<file path="config.mk">
export PLATFORM = sky130hd
export DESIGN_NAME = height_weighted_texel_blend_top_flat
export DESIGN_NICKNAME = d
export VERILOG_FILES = /design/src/design/htb_pkg.sv /design/src/design/htb_if.sv /design/src/design/height_weighted_texel_blend_top.sv /design/src/flat_wrapper.sv
export SDC_FILE = /design/constraint.sdc
export NUM_CORES = 2
export LEC_CHECK = 0
export ABC_CLOCK_PERIOD_IN_PS = 22700
export BUFFER_PORTS_ARGS = -buffer_cell sky130_fd_sc_hd__buf_2
export CORE_MARGIN = 10
export CORE_UTILIZATION = 60
export CTS_CLUSTER_DIAMETER = 120
export DETAILED_ROUTE_END_ITERATION = 16
export PLACE_DENSITY = 0.82
export SLEW_MARGIN = 30
export SYNTH_ARGS = -nofsm -noshare
export SYNTH_HDL_FRONTEND = slang
export SYNTH_SLANG_ARGS = --single-unit
export TNS_END_PERCENT = 5
</file>
<file path="constraint.sdc">
create_clock -name clk -period 22.7 [get_ports clk]
set_clock_uncertainty 0.05 [all_clocks]
set_input_delay 2.27 -clock clk [delete_from_list [all_inputs] [get_ports clk]]
set_output_delay 2.27 -clock clk [all_outputs]
set_load 0.005 [all_outputs]
</file>
<file path="src/design/htb_pkg.sv">
// Shared types and constants of the height weighted texel blend.
package htb_pkg;

  localparam int HEIGHT_W  = 16;
  localparam int TEXEL_W   = 24;
  localparam int CHAN_W    = 8;
  localparam int WEIGHT_W  = 17;
  localparam int TOTAL_W   = 19;
  localparam int NUM_TEX   = 4;
  localparam int IDX_W     = 2;
  localparam int DROP_W    = 21;
  localparam int ACC_W     = 26;
  localparam int QBITS     = 17;
  localparam int BIT_W     = 5;

  // Q1.16 one and quarter
  localparam logic [WEIGHT_W-1:0] WEIGHT_ONE     = 17'd65536;
  localparam logic [WEIGHT_W-1:0] WEIGHT_QUARTER = 17'd16384;

  // Tent centers in Q2.14: 0.0, 0.3, 0.6, 0.9
  localparam logic signed [HEIGHT_W:0] TENT_CENTER [NUM_TEX] =
    '{17'sd0, 17'sd4915, 17'sd9830, 17'sd14746};

  // The lowland tent is the narrow one (slope 20 instead of 16)
  localparam logic [IDX_W-1:0] IDX_LOW  = 2'd0;
  localparam logic [IDX_W-1:0] IDX_LAST = 2'd3;

  typedef logic [TEXEL_W-1:0] texel_t;
  typedef logic [CHAN_W-1:0]  chan_t;
  typedef logic [WEIGHT_W-1:0] weight_t;

endpackage

</file>
<file path="src/design/htb_if.sv">
// Valid/ready channel interfaces for the input items and the blend results.
interface htb_in_if;
  logic                               valid;
  logic                               ready;
  logic                               action;
  logic signed [htb_pkg::HEIGHT_W-1:0] height;
  htb_pkg::texel_t                    texel_low;
  htb_pkg::texel_t                    texel_medium;
  htb_pkg::texel_t                    texel_high;
  htb_pkg::texel_t                    texel_very_high;

  modport source (
    output valid, action, height, texel_low, texel_medium, texel_high, texel_very_high,
    input  ready
  );
  modport sink (
    input  valid, action, height, texel_low, texel_medium, texel_high, texel_very_high,
    output ready
  );
endinterface

interface htb_out_if;
  logic           valid;
  logic           ready;
  htb_pkg::chan_t red;
  htb_pkg::chan_t green;
  htb_pkg::chan_t blue;

  modport source (output valid, red, green, blue, input ready);
  modport sink   (input valid, red, green, blue, output ready);
endinterface

</file>
<file path="src/design/height_weighted_texel_blend_top.sv">
// Top level of the height weighted texel blend: sequencer, divider and blend MAC.
//
//   channel   dir  payload                                        transfer when
//   in_chan   in   action, height, texel_low/medium/high/very_high valid && ready
//   out_chan  out  red, green, blue                               valid && ready
//
// A blend item runs 4 multiply-accumulate steps, one per texel, through the shared
// 3-channel MAC, then a finish step loads the output register once it is free.
// A height item computes the 4 tents, then runs the shared compare-subtract divider
// once per weight (not at all when every tent is zero).
// in_chan.ready is high only while the sequencer is idle; a result waiting in the output
// register does not block the next transfer. Reset sets all weights to one quarter.
module height_weighted_texel_blend_top (
  input  logic       clk,
  input  logic       rst_n,
  htb_in_if.sink     in_chan,
  htb_out_if.source  out_chan
);

  localparam logic [2:0] ST_IDLE  = 3'd0;
  localparam logic [2:0] ST_TENT  = 3'd1;
  localparam logic [2:0] ST_DIV   = 3'd2;
  localparam logic [2:0] ST_BLEND = 3'd3;
  localparam logic [2:0] ST_FIN   = 3'd4;

  logic [2:0]                          state_r;
  logic [htb_pkg::IDX_W-1:0]           idx_r;
  logic [htb_pkg::BIT_W-1:0]           bit_r;
  logic signed [htb_pkg::HEIGHT_W-1:0] height_r;
  htb_pkg::texel_t                     texel_r  [htb_pkg::NUM_TEX];
  htb_pkg::weight_t                    tent_r   [htb_pkg::NUM_TEX];
  htb_pkg::weight_t                    weight_r [htb_pkg::NUM_TEX];
  logic [htb_pkg::TOTAL_W-1:0]         total_r;
  logic [htb_pkg::TOTAL_W-1:0]         rem_r;
  logic [htb_pkg::QBITS-2:0]           quo_r;
  logic [htb_pkg::ACC_W-1:0]           acc_r [3];
  logic                                out_valid_r;
  htb_pkg::chan_t                      red_r, green_r, blue_r;

  logic                                in_xfer;
  logic                                out_free;

  assign in_chan.ready = (state_r == ST_IDLE);
  assign in_xfer       = in_chan.valid && in_chan.ready;
  assign out_free      = !out_valid_r || out_chan.ready;

  // Tent of the current texel: 1 - slope * |h - center|, clamped at zero
  logic signed [htb_pkg::HEIGHT_W:0] diff;
  logic [htb_pkg::HEIGHT_W:0]        dist_abs;
  logic [htb_pkg::DROP_W-1:0]        drop;
  htb_pkg::weight_t                  tent;
  logic [htb_pkg::TOTAL_W-1:0]       total_sum;

  always_comb begin
    diff = {height_r[htb_pkg::HEIGHT_W-1], height_r} - htb_pkg::TENT_CENTER[idx_r];
    dist_abs = diff[htb_pkg::HEIGHT_W] ? 17'(-diff) : 17'(diff);
    drop = {dist_abs, 4'b0000} +
           ((idx_r == htb_pkg::IDX_LOW) ? {2'b00, dist_abs, 2'b00} : '0);
    if (drop >= htb_pkg::DROP_W'(htb_pkg::WEIGHT_ONE)) begin
      tent = '0;
    end else begin
      tent = htb_pkg::WEIGHT_W'(htb_pkg::DROP_W'(htb_pkg::WEIGHT_ONE) - drop);
    end
    total_sum = total_r + htb_pkg::TOTAL_W'(tent);
  end

  // Shared restoring divider step: tent * 2^16 / total, one quotient bit a cycle
  logic [htb_pkg::TOTAL_W:0]   trial;
  logic                        qbit;
  logic [htb_pkg::TOTAL_W-1:0] rem_step;

  always_comb begin
    trial    = {rem_r, (bit_r == htb_pkg::BIT_W'(htb_pkg::QBITS - 1)) ? tent_r[idx_r][0]
                                                                     : 1'b0};
    qbit     = (trial >= {1'b0, total_r});
    rem_step = qbit ? htb_pkg::TOTAL_W'(trial - {1'b0, total_r})
                    : htb_pkg::TOTAL_W'(trial);
  end

  // Shared blend MAC: one texel's three channels per cycle
  htb_pkg::texel_t             cur_texel;
  logic [htb_pkg::ACC_W-1:0]   prod [3];

  always_comb begin
    cur_texel = texel_r[idx_r];
    for (int c = 0; c < 3; c++) begin
      prod[c] = htb_pkg::ACC_W'(weight_r[idx_r]) *
                htb_pkg::ACC_W'(cur_texel[htb_pkg::CHAN_W*(2-c) +: htb_pkg::CHAN_W]);
    end
  end

  // Saturate a channel sum after dropping the 16 fraction bits
  function automatic htb_pkg::chan_t sat_chan(input logic [htb_pkg::ACC_W-1:0] acc);
    logic [htb_pkg::ACC_W-17:0] whole;
    whole = acc[htb_pkg::ACC_W-1:16];
    sat_chan = (whole > 10'd255) ? 8'hFF : whole[7:0];
  endfunction

  // Sequencer
  always_ff @(posedge clk) begin
    if (!rst_n) begin
      state_r     <= ST_IDLE;
      idx_r       <= '0;
      bit_r       <= '0;
      out_valid_r <= 1'b0;
      for (int k = 0; k < htb_pkg::NUM_TEX; k++) begin
        weight_r[k] <= htb_pkg::WEIGHT_QUARTER;
      end
    end else begin
      // result drains; the finish step reloads the register in that same cycle
      if (out_valid_r && out_chan.ready && (state_r != ST_FIN)) begin
        out_valid_r <= 1'b0;
      end
      unique case (state_r)
        ST_IDLE: begin
          if (in_xfer) begin
            idx_r    <= '0;
            height_r <= in_chan.height;
            total_r  <= '0;
            texel_r[0] <= in_chan.texel_low;
            texel_r[1] <= in_chan.texel_medium;
            texel_r[2] <= in_chan.texel_high;
            texel_r[3] <= in_chan.texel_very_high;
            for (int c = 0; c < 3; c++) begin
              acc_r[c] <= '0;
            end
            state_r <= in_chan.action ? ST_BLEND : ST_TENT;
          end
        end
        ST_TENT: begin
          tent_r[idx_r] <= tent;
          total_r       <= total_sum;
          if (idx_r == htb_pkg::IDX_LAST) begin
            idx_r <= '0;
            if (total_sum == '0) begin
              // height outside every tent: even quarter each
              for (int k = 0; k < htb_pkg::NUM_TEX; k++) begin
                weight_r[k] <= htb_pkg::WEIGHT_QUARTER;
              end
              state_r <= ST_IDLE;
            end else begin
              rem_r   <= htb_pkg::TOTAL_W'(tent_r[0] >> 1);
              quo_r   <= '0;
              bit_r   <= htb_pkg::BIT_W'(htb_pkg::QBITS - 1);
              state_r <= ST_DIV;
            end
          end else begin
            idx_r <= idx_r + 1'b1;
          end
        end
        ST_DIV: begin
          if (bit_r == '0) begin
            weight_r[idx_r] <= {quo_r, qbit};
            if (idx_r == htb_pkg::IDX_LAST) begin
              state_r <= ST_IDLE;
            end else begin
              idx_r <= idx_r + 1'b1;
              rem_r <= htb_pkg::TOTAL_W'(tent_r[idx_r + 1'b1] >> 1);
              quo_r <= '0;
              bit_r <= htb_pkg::BIT_W'(htb_pkg::QBITS - 1);
            end
          end else begin
            rem_r <= rem_step;
            quo_r <= {quo_r[htb_pkg::QBITS-3:0], qbit};
            bit_r <= bit_r - 1'b1;
          end
        end
        ST_BLEND: begin
          for (int c = 0; c < 3; c++) begin
            acc_r[c] <= acc_r[c] + prod[c];
          end
          if (idx_r == htb_pkg::IDX_LAST) begin
            state_r <= ST_FIN;
          end else begin
            idx_r <= idx_r + 1'b1;
          end
        end
        ST_FIN: begin
          if (out_free) begin
            red_r       <= sat_chan(acc_r[0]);
            green_r     <= sat_chan(acc_r[1]);
            blue_r      <= sat_chan(acc_r[2]);
            out_valid_r <= 1'b1;
            state_r     <= ST_IDLE;
          end
        end
        default: begin
          state_r <= ST_IDLE;
        end
      endcase
    end
  end

  assign out_chan.valid = out_valid_r;
  assign out_chan.red   = red_r;
  assign out_chan.green = green_r;
  assign out_chan.blue  = blue_r;

  // Checks
  logic [htb_pkg::TOTAL_W-1:0] weight_sum;
  assign weight_sum = htb_pkg::TOTAL_W'(weight_r[0]) + htb_pkg::TOTAL_W'(weight_r[1]) +
                      htb_pkg::TOTAL_W'(weight_r[2]) + htb_pkg::TOTAL_W'(weight_r[3]);

  a_result_from_fin: assert property (@(posedge clk) disable iff (!rst_n)
    $rose(out_valid_r) |-> $past(state_r == ST_FIN))
    else $error("result raised outside the finish step");

  a_div_rem_bound: assert property (@(posedge clk) disable iff (!rst_n)
    (state_r == ST_DIV) |-> (rem_r < total_r))
    else $error("divider remainder not below the tent total");

  a_weight_sum: assert property (@(posedge clk) disable iff (!rst_n)
    (state_r == ST_IDLE) |-> (weight_sum <= htb_pkg::TOTAL_W'(htb_pkg::WEIGHT_ONE)))
    else $error("blend weights sum above one");

  a_fin_holds: assert property (@(posedge clk) disable iff (!rst_n)
    (state_r == ST_FIN && !out_free) |=> (state_r == ST_FIN))
    else $error("finish step left while the output register is full");

endmodule

</file>
<file path="src/flat_wrapper.sv">
// flat-port wrapper written by rule: the top's interface ports become plain ports
module height_weighted_texel_blend_top_flat 
  (clk, rst_n, in_chan_valid, in_chan_action, in_chan_height, in_chan_texel_low, in_chan_texel_medium, in_chan_texel_high, in_chan_texel_very_high, in_chan_ready, out_chan_valid, out_chan_red, out_chan_green, out_chan_blue, out_chan_ready);
  htb_in_if in_chan_i ();
  htb_out_if out_chan_i ();
  input  logic clk;
  input  logic rst_n;
  input wire logic [$bits(in_chan_i.valid)-1:0] in_chan_valid;
  input wire logic [$bits(in_chan_i.action)-1:0] in_chan_action;
  input wire logic [$bits(in_chan_i.height)-1:0] in_chan_height;
  input wire logic [$bits(in_chan_i.texel_low)-1:0] in_chan_texel_low;
  input wire logic [$bits(in_chan_i.texel_medium)-1:0] in_chan_texel_medium;
  input wire logic [$bits(in_chan_i.texel_high)-1:0] in_chan_texel_high;
  input wire logic [$bits(in_chan_i.texel_very_high)-1:0] in_chan_texel_very_high;
  output wire logic [$bits(in_chan_i.ready)-1:0] in_chan_ready;
  output wire logic [$bits(out_chan_i.valid)-1:0] out_chan_valid;
  output wire logic [$bits(out_chan_i.red)-1:0] out_chan_red;
  output wire logic [$bits(out_chan_i.green)-1:0] out_chan_green;
  output wire logic [$bits(out_chan_i.blue)-1:0] out_chan_blue;
  input wire logic [$bits(out_chan_i.ready)-1:0] out_chan_ready;
  assign in_chan_i.valid = in_chan_valid;
  assign in_chan_i.action = in_chan_action;
  assign in_chan_i.height = in_chan_height;
  assign in_chan_i.texel_low = in_chan_texel_low;
  assign in_chan_i.texel_medium = in_chan_texel_medium;
  assign in_chan_i.texel_high = in_chan_texel_high;
  assign in_chan_i.texel_very_high = in_chan_texel_very_high;
  assign in_chan_ready = in_chan_i.ready;
  assign out_chan_valid = out_chan_i.valid;
  assign out_chan_red = out_chan_i.red;
  assign out_chan_green = out_chan_i.green;
  assign out_chan_blue = out_chan_i.blue;
  assign out_chan_i.ready = out_chan_ready;
  height_weighted_texel_blend_top u_core (.clk(clk), .rst_n(rst_n), .in_chan(in_chan_i), .out_chan(out_chan_i));
endmodule
</file>
## Word level (Yosys, flattened, before mapping)

Memories as Yosys holds them, arrays and structs flattened. A register that Yosys moved wholly into a read port is not among the register bits.
Index checks and enable logic that the tools add are counted.

- Register bits after elaboration: 105
- Memory bits (writable): 310
- Input port bits: 117
- Output and inout bits: 26
- Memories: 4

Memories:

| memory | words | width | rd ports | clocked after memory_dff | write ports | RTL line | text |
|---|---|---|---|---|---|---|---|
| u_core.texel_r | 4 | 24 | 1 | 1 | 4 | height_weighted_texel_blend_top.sv:30 | `htb_pkg::texel_t texel_r [htb_pkg::NUM_TEX];` |
| u_core.acc_r | 3 | 26 | 3 | 0 | 3 | height_weighted_texel_blend_top.sv:36 | `logic [htb_pkg::ACC_W-1:0] acc_r [3];` |
| u_core.tent_r | 4 | 17 | 3 | 1 | 1 | height_weighted_texel_blend_top.sv:31 | `htb_pkg::weight_t tent_r [htb_pkg::NUM_TEX];` |
| u_core.weight_r | 4 | 17 | 1 | 1 | 4 | height_weighted_texel_blend_top.sv:32 | `htb_pkg::weight_t weight_r [htb_pkg::NUM_TEX];` |

- Add/sub/neg operators: 11
- Multipliers: 3
- $lt $le $gt $ge: 6
- Equality and inequality tests: 15
- Multiplexer cells: 78
- Bitwise operators: 8
- Reduce and logical (&&, ||, !) cells: 20

Operators with widths:

| cell | count |
|---|---|
| $mux W17 | 9 |
| $mux W19 | 7 |
| $add A26 B25 Y26 | 3 |
| $mux W26 | 3 |
| $pmux W19 S2 | 2 |
| $mul A17 B8 Y25 | 3 |
| $mux W16 | 4 |
| $bmux W17 S2 | 1 |
| $pmux W16 S2 | 1 |
| $gt A10 B8 Y1 const B | 3 |
| $mux W2 | 13 |
| $mux W1 | 25 |
| $add A21 B19 Y21 | 1 |
| $ge A21 B17 Y1 const B | 1 |
| $ge A20 B19 Y1 | 1 |
| $mux W5 | 4 |
| $add A19 B17 Y19 | 1 |
| $logic_not A19 Y1 | 1 |
| $sub A19 B19 Y19 | 1 |
| $mux W3 | 6 |
| $neg A17 Y17 | 1 |
| $reduce_or A17 Y1 | 1 |
| $sub A17 B17 Y17 | 1 |
| $sub A17 B17 Y17 const A | 1 |
| other kinds (28) | 47 |

## Logic depth before layout (Yosys ltp)

- Depth after elaboration: 20
- Depth in mapped cells: 41

## Worst setup path before layout

Ideal clock, no wire load.

- Path type: flip-flop to flip-flop
- Start point: reg u_core.idx_r[0] in the netlist's numbering
- End point: reg u_core.quo_r[0] in the netlist's numbering, enable pin
- Arrival: 9179 ps
- Required time: 22256 ps
- Slack: 13077 ps
- Cell stages (with the launch flop): 37
- Path buffers: 3
- Clock period less this slack: 9623 ps
- Cells stage by stage: dfxtp_1 clkbuf_1 buf_1 inv_1 ha_1 fa_1 a211o_1 o2bb2ai_1 a21oi_1 a21oi_2 o41ai_2 buf_2 nand2_1 xnor2_1 and2_1 ha_1 a211oi_1 o21ai_0 a31oi_1 o21ai_0 nor4_1 nor3_1 a311o_1 a211o_1 a21o_4 nor2_1 ha_1 a2111o_1 o211ai_1 o21bai_1 a2111o_1 a211oi_1 nor3_1 nand4_1 nand3_1 nand2_1 and3_1

- Word-level cells in the longest chain between the ends: 15

RTL lines:

| element | RTL line | text |
|---|---|---|
| start: declaration | height_weighted_texel_blend_top.sv:27 | `logic [htb_pkg::IDX_W-1:0] idx_r;` |
| start signal: assignment | height_weighted_texel_blend_top.sv:148 | `idx_r <= idx_r + 1'b1;` |
| start signal: assignment | height_weighted_texel_blend_top.sv:157 | `idx_r <= idx_r + 1'b1;` |
| start signal: assignment | height_weighted_texel_blend_top.sv:175 | `idx_r <= idx_r + 1'b1;` |
| $not A2 Y3 (implied by the code) | height_weighted_texel_blend_top.sv:55 | `diff = {height_r[htb_pkg::HEIGHT_W-1], height_r} - htb_pkg::TENT_CENTER[idx_r];` |
| $bmux W17 S2 | height_weighted_texel_blend_top.sv:55 |  |
| $mux W17 (implied by the code) (2 in a row) | height_weighted_texel_blend_top.sv:55 |  |
| $sub A17 B17 Y17 | height_weighted_texel_blend_top.sv:55 |  |
| $neg A17 Y17 | height_weighted_texel_blend_top.sv:56 | `dist_abs = diff[htb_pkg::HEIGHT_W] ? 17'(-diff) : 17'(diff);` |
| $mux W17 | height_weighted_texel_blend_top.sv:56 |  |
| $mux W19 | height_weighted_texel_blend_top.sv:58 | `((idx_r == htb_pkg::IDX_LOW) ? {2'b00, dist_abs, 2'b00} : '0);` |
| $add A21 B19 Y21 * | height_weighted_texel_blend_top.sv:57 | `drop = {dist_abs, 4'b0000} +` |
| $sub A17 B17 Y17 / $ge A21 B17 Y1 (equally long branches) | height_weighted_texel_blend_top.sv:62, height_weighted_texel_blend_top.sv:59 |  |
| $mux W17 * | height_weighted_texel_blend_top.sv:59 | `if (drop >= htb_pkg::DROP_W'(htb_pkg::WEIGHT_ONE)) begin` |
| via u_core.tent[10] | height_weighted_texel_blend_top.sv:51 | `htb_pkg::weight_t tent;` |
| $add A19 B17 Y19 * | height_weighted_texel_blend_top.sv:64 | `total_sum = total_r + htb_pkg::TOTAL_W'(tent);` |
| $logic_not A19 Y1 * | height_weighted_texel_blend_top.sv:135 | `if (total_sum == '0) begin` |
| $ne A2 B2 Y1 (no source line) * | n/a |  |
| $reduce_and A5 Y1 (no source line) * | n/a |  |
| end signal: assignment | height_weighted_texel_blend_top.sv:164 | `quo_r <= {quo_r[htb_pkg::QBITS-3:0], qbit};` |
| end: declaration | height_weighted_texel_blend_top.sv:35 | `logic [htb_pkg::QBITS-2:0] quo_r;` |

The timed path passes the listed nets; every way through them passes the cells marked *. The select of a mux whose other input is x is not followed.
A chain may end at the register's enable or synchronous reset.

==> results.sh <==
export IMPL_finalCritPeriodShare_pct=48.5
export IMPL_wl_per_cell_um=20.0
export IMPL_ys_ff_latch=406
export IMPL_synthSimpleGateAreaFrac_pct=14.7
export IMPL_antenna_found_initial=3
export IMPL_synthMuxAreaShare_pct=3.96
export IMPL_overflow=0
export IMPL_die_w_um=257
export IMPL_grt_max_degree=92
export IMPL_seq_area_frac_synth_pct=35.8
export IMPL_path_class="flop to flop"
export IMPL_drtPass1Iterations=5
export IMPL_holdCritPathClass="flop to flop"
export IMPL_grtUsageMet1_pct=28.3
export IMPL_slowest_delay_ns=0.79
export IMPL_cp_top_family="compound AO/OA/AOI/OAI gates"
export IMPL_fin_crit_ns=11.00
export IMPL_crit_fanout=23
export IMPL_cts_max_level=2
export IMPL_core_region_area_mm2=0.0553
export IMPL_synth_fa_ha_area_share_pct=28.2
export IMPL_met2_usage_pct=44.9
export IMPL_slew_headroom_pct=32.5
export IMPL_dieHeight_um=257
export IMPL_drive_gt1_share_pct=10.4
export IMPL_drtIter0Drc=2029
export IMPL_wirelength_mm=81.1
export IMPL_critical_path_buf_inv_count=2
export IMPL_postSynthAreaPerCell_um2=10.7
export IMPL_maxCapViolCount=0
export IMPL_ys_flop_type="edfxtp_1"
export IMPL_gp_congestion=0.940
export IMPL_holdWs_ns=0.449
export IMPL_numCtsBuffers=46
export IMPL_root_buffer="clkbuf_16"
export IMPL_slowest_stage="o41ai_2"
export IMPL_tightest_slew_ns=1.01
export IMPL_end_kind="flop"
export IMPL_rsz0062_at_grt="false"
export IMPL_fmax_mhz=90.9
export IMPL_vias=23900
export IMPL_cts_sinks=406
export IMPL_crit_top_cell="o21ai_0"
export IMPL_synth_xor_area_share_pct=3.17
export IMPL_syn_num_nets=3815
export IMPL_io_buffers=142
export IMPL_final_cell_mix="inv_1, edfxtp_1, fa_1, nand2_1, nor2_1"
export IMPL_setup_viol=0
export IMPL_postCtsHoldBufs=0
export IMPL_setup_slack_ns=11.70
export IMPL_synthArstFlopShare_pct=0
export IMPL_synth_area_mm2=0.0337
export IMPL_met3_usage_pct=3.65
export IMPL_required_ns=22.86
export IMPL_critPathLaunchType="flop"
export IMPL_outcome="complete, no violations"
export IMPL_top_usage_layer="met2"
export IMPL_track_usage_pct=24.7
export IMPL_hold_viol_final=0
export IMPL_synth_compound_area_share_pct=7.60
export IMPL_die_area_mm2=0.0660
export IMPL_ys_warn_count=0
export IMPL_mostFrequentLayoutCell="inv_1"
export IMPL_final_antenna_net_count=0
export IMPL_synth_top_family_by_area="adder cells"
export IMPL_final_max_slew_viol_count=0
export IMPL_layout_nets=3924
export IMPL_grt_pass1_wl_mm=132
export IMPL_drc=0
export IMPL_viasPerCell=5.90
export IMPL_critPathArrivalTime_ns=11.16
export IMPL_synth_cells=3146
export IMPL_row_count=86
export IMPL_hpwl_mm=60.0
export IMPL_top_level_ports=143
export IMPL_post_cts_buffers=0
export IMPL_areaGrowthSynthToFinish_pct=9.00
export IMPL_clkSlewWorstSetupHoldPaths_ns=0.06
export IMPL_synth_edf_count=393
export IMPL_insertion_delay_ns=0.61
export IMPL_ys_types=92
export IMPL_tritoncts="yes"
export IMPL_start_util_pct=60.9
export IMPL_first_global_vias=25800
export IMPL_cts_path_max_buffers=3
export IMPL_setup_tns_ns=0
export IMPL_cts_resized_gates=0
export IMPL_pre_cts_slack_ns=11.81
==> worst register-to-register path, delay by kind of cell (launching register included) <==
family	cells	cell delay (ns)
xor gates and xnor gates	2	0.42
buffers and inverters	2	0.57
AOI/OAI and AO/OA	17	5.33
DFF	1	0.31
and+or+nand+nor	8	2.39
adders and majority gates	4	1.51
==> worst paths after layout <==
path | startpoint | end | slack (ns) | cells after the start
worst min-delay path | u_core.bit_r[0] | u_core.bit_r[0] | 0.45 | 1
worst max register to register | u_core.idx_r[0] | u_core.weight_r[3][12] | 11.70 | 33
worst min register to register | u_core.bit_r[0] | u_core.bit_r[0] | 0.45 | 1
worst max-delay path | u_core.idx_r[0] | u_core.weight_r[3][12] | 11.70 | 33
==> cell type report <==
cell class / count / area (um^2)
Multi-Input combinational cell: 2164 / 19400
Clock inverter: 29 / 328
Inverter: 467 / 1760
Fill cell: 4016 / 18600
Tap cell: 748 / 936
Clock buffer: 56 / 1230
Timing Repair Buffer: 170 / 953
Sequential cell: 406 / 12100
Antenna cell: 4 / 10.0
==> synth_stat cells (49+ instances only) <==
cell | count | area [um^2]
xor2_1 | 49 | 429
nand2_1 | 305 | 1140
edfxtp_1 | 393 | 11800
fa_1 | 342 | 6850
a21oi_1 | 72 | 360
o21ai_0 | 93 | 465
ha_1 | 210 | 2630
clkbuf_1 | 81 | 304
and2_1 | 149 | 932
inv_1 | 466 | 1750
xnor2_1 | 71 | 622
nor2_1 | 273 | 1020
==> routing by layer <==
layer	routed length, um	vias to the layer above
li1	-	10700
met1	29600	11900
met2	42600	946
met3	5280	278
met4	3570	0
met5	0	-
==> metrics by stage <==
stage / cells / util, % / instance area, um^2
after global placement: 3953 / 63.4 / 35100
after detailed placement: 3953 / 63.4 / 35100
after floorplan: 3146 / - / 33700
after global routing: 4044 / 66.3 / 36700
final: 4044 / 66.3 / 36700
after CTS: 4038 / 66.3 / 36600
==> sequential cells by signal (all words and copies together), names as in the netlist, named ones only <==
register               cells
u_core.texel_r            96
u_core.acc_r              78
u_core.weight_r           68
u_core.tent_r             60
u_core.rem_r              18
u_core.total_r            17
u_core.height_r           16
u_core.quo_r              16
u_core.out_chan.blue       8
u_core.out_chan.green      8
u_core.out_chan.red        8
u_core.bit_r               5
u_core.state_r             3
u_core.idx_r               2
u_core.out_chan.valid      1
==> cells by family after synthesis <==
logic type | count (synthesis)
adder cells (fa/ha/maj) | 554
AO/OA/AOI/OAI | 385
flip-flops | 406
other | 1
AND/OR/NAND/NOR | 1013
multiplexers | 90
XOR/XNOR | 121
buffers and inverters | 576
Power is left out: the tool's default activity adds up to more than one toggle a clock period on the data nets, which glitch-free logic cannot reach.
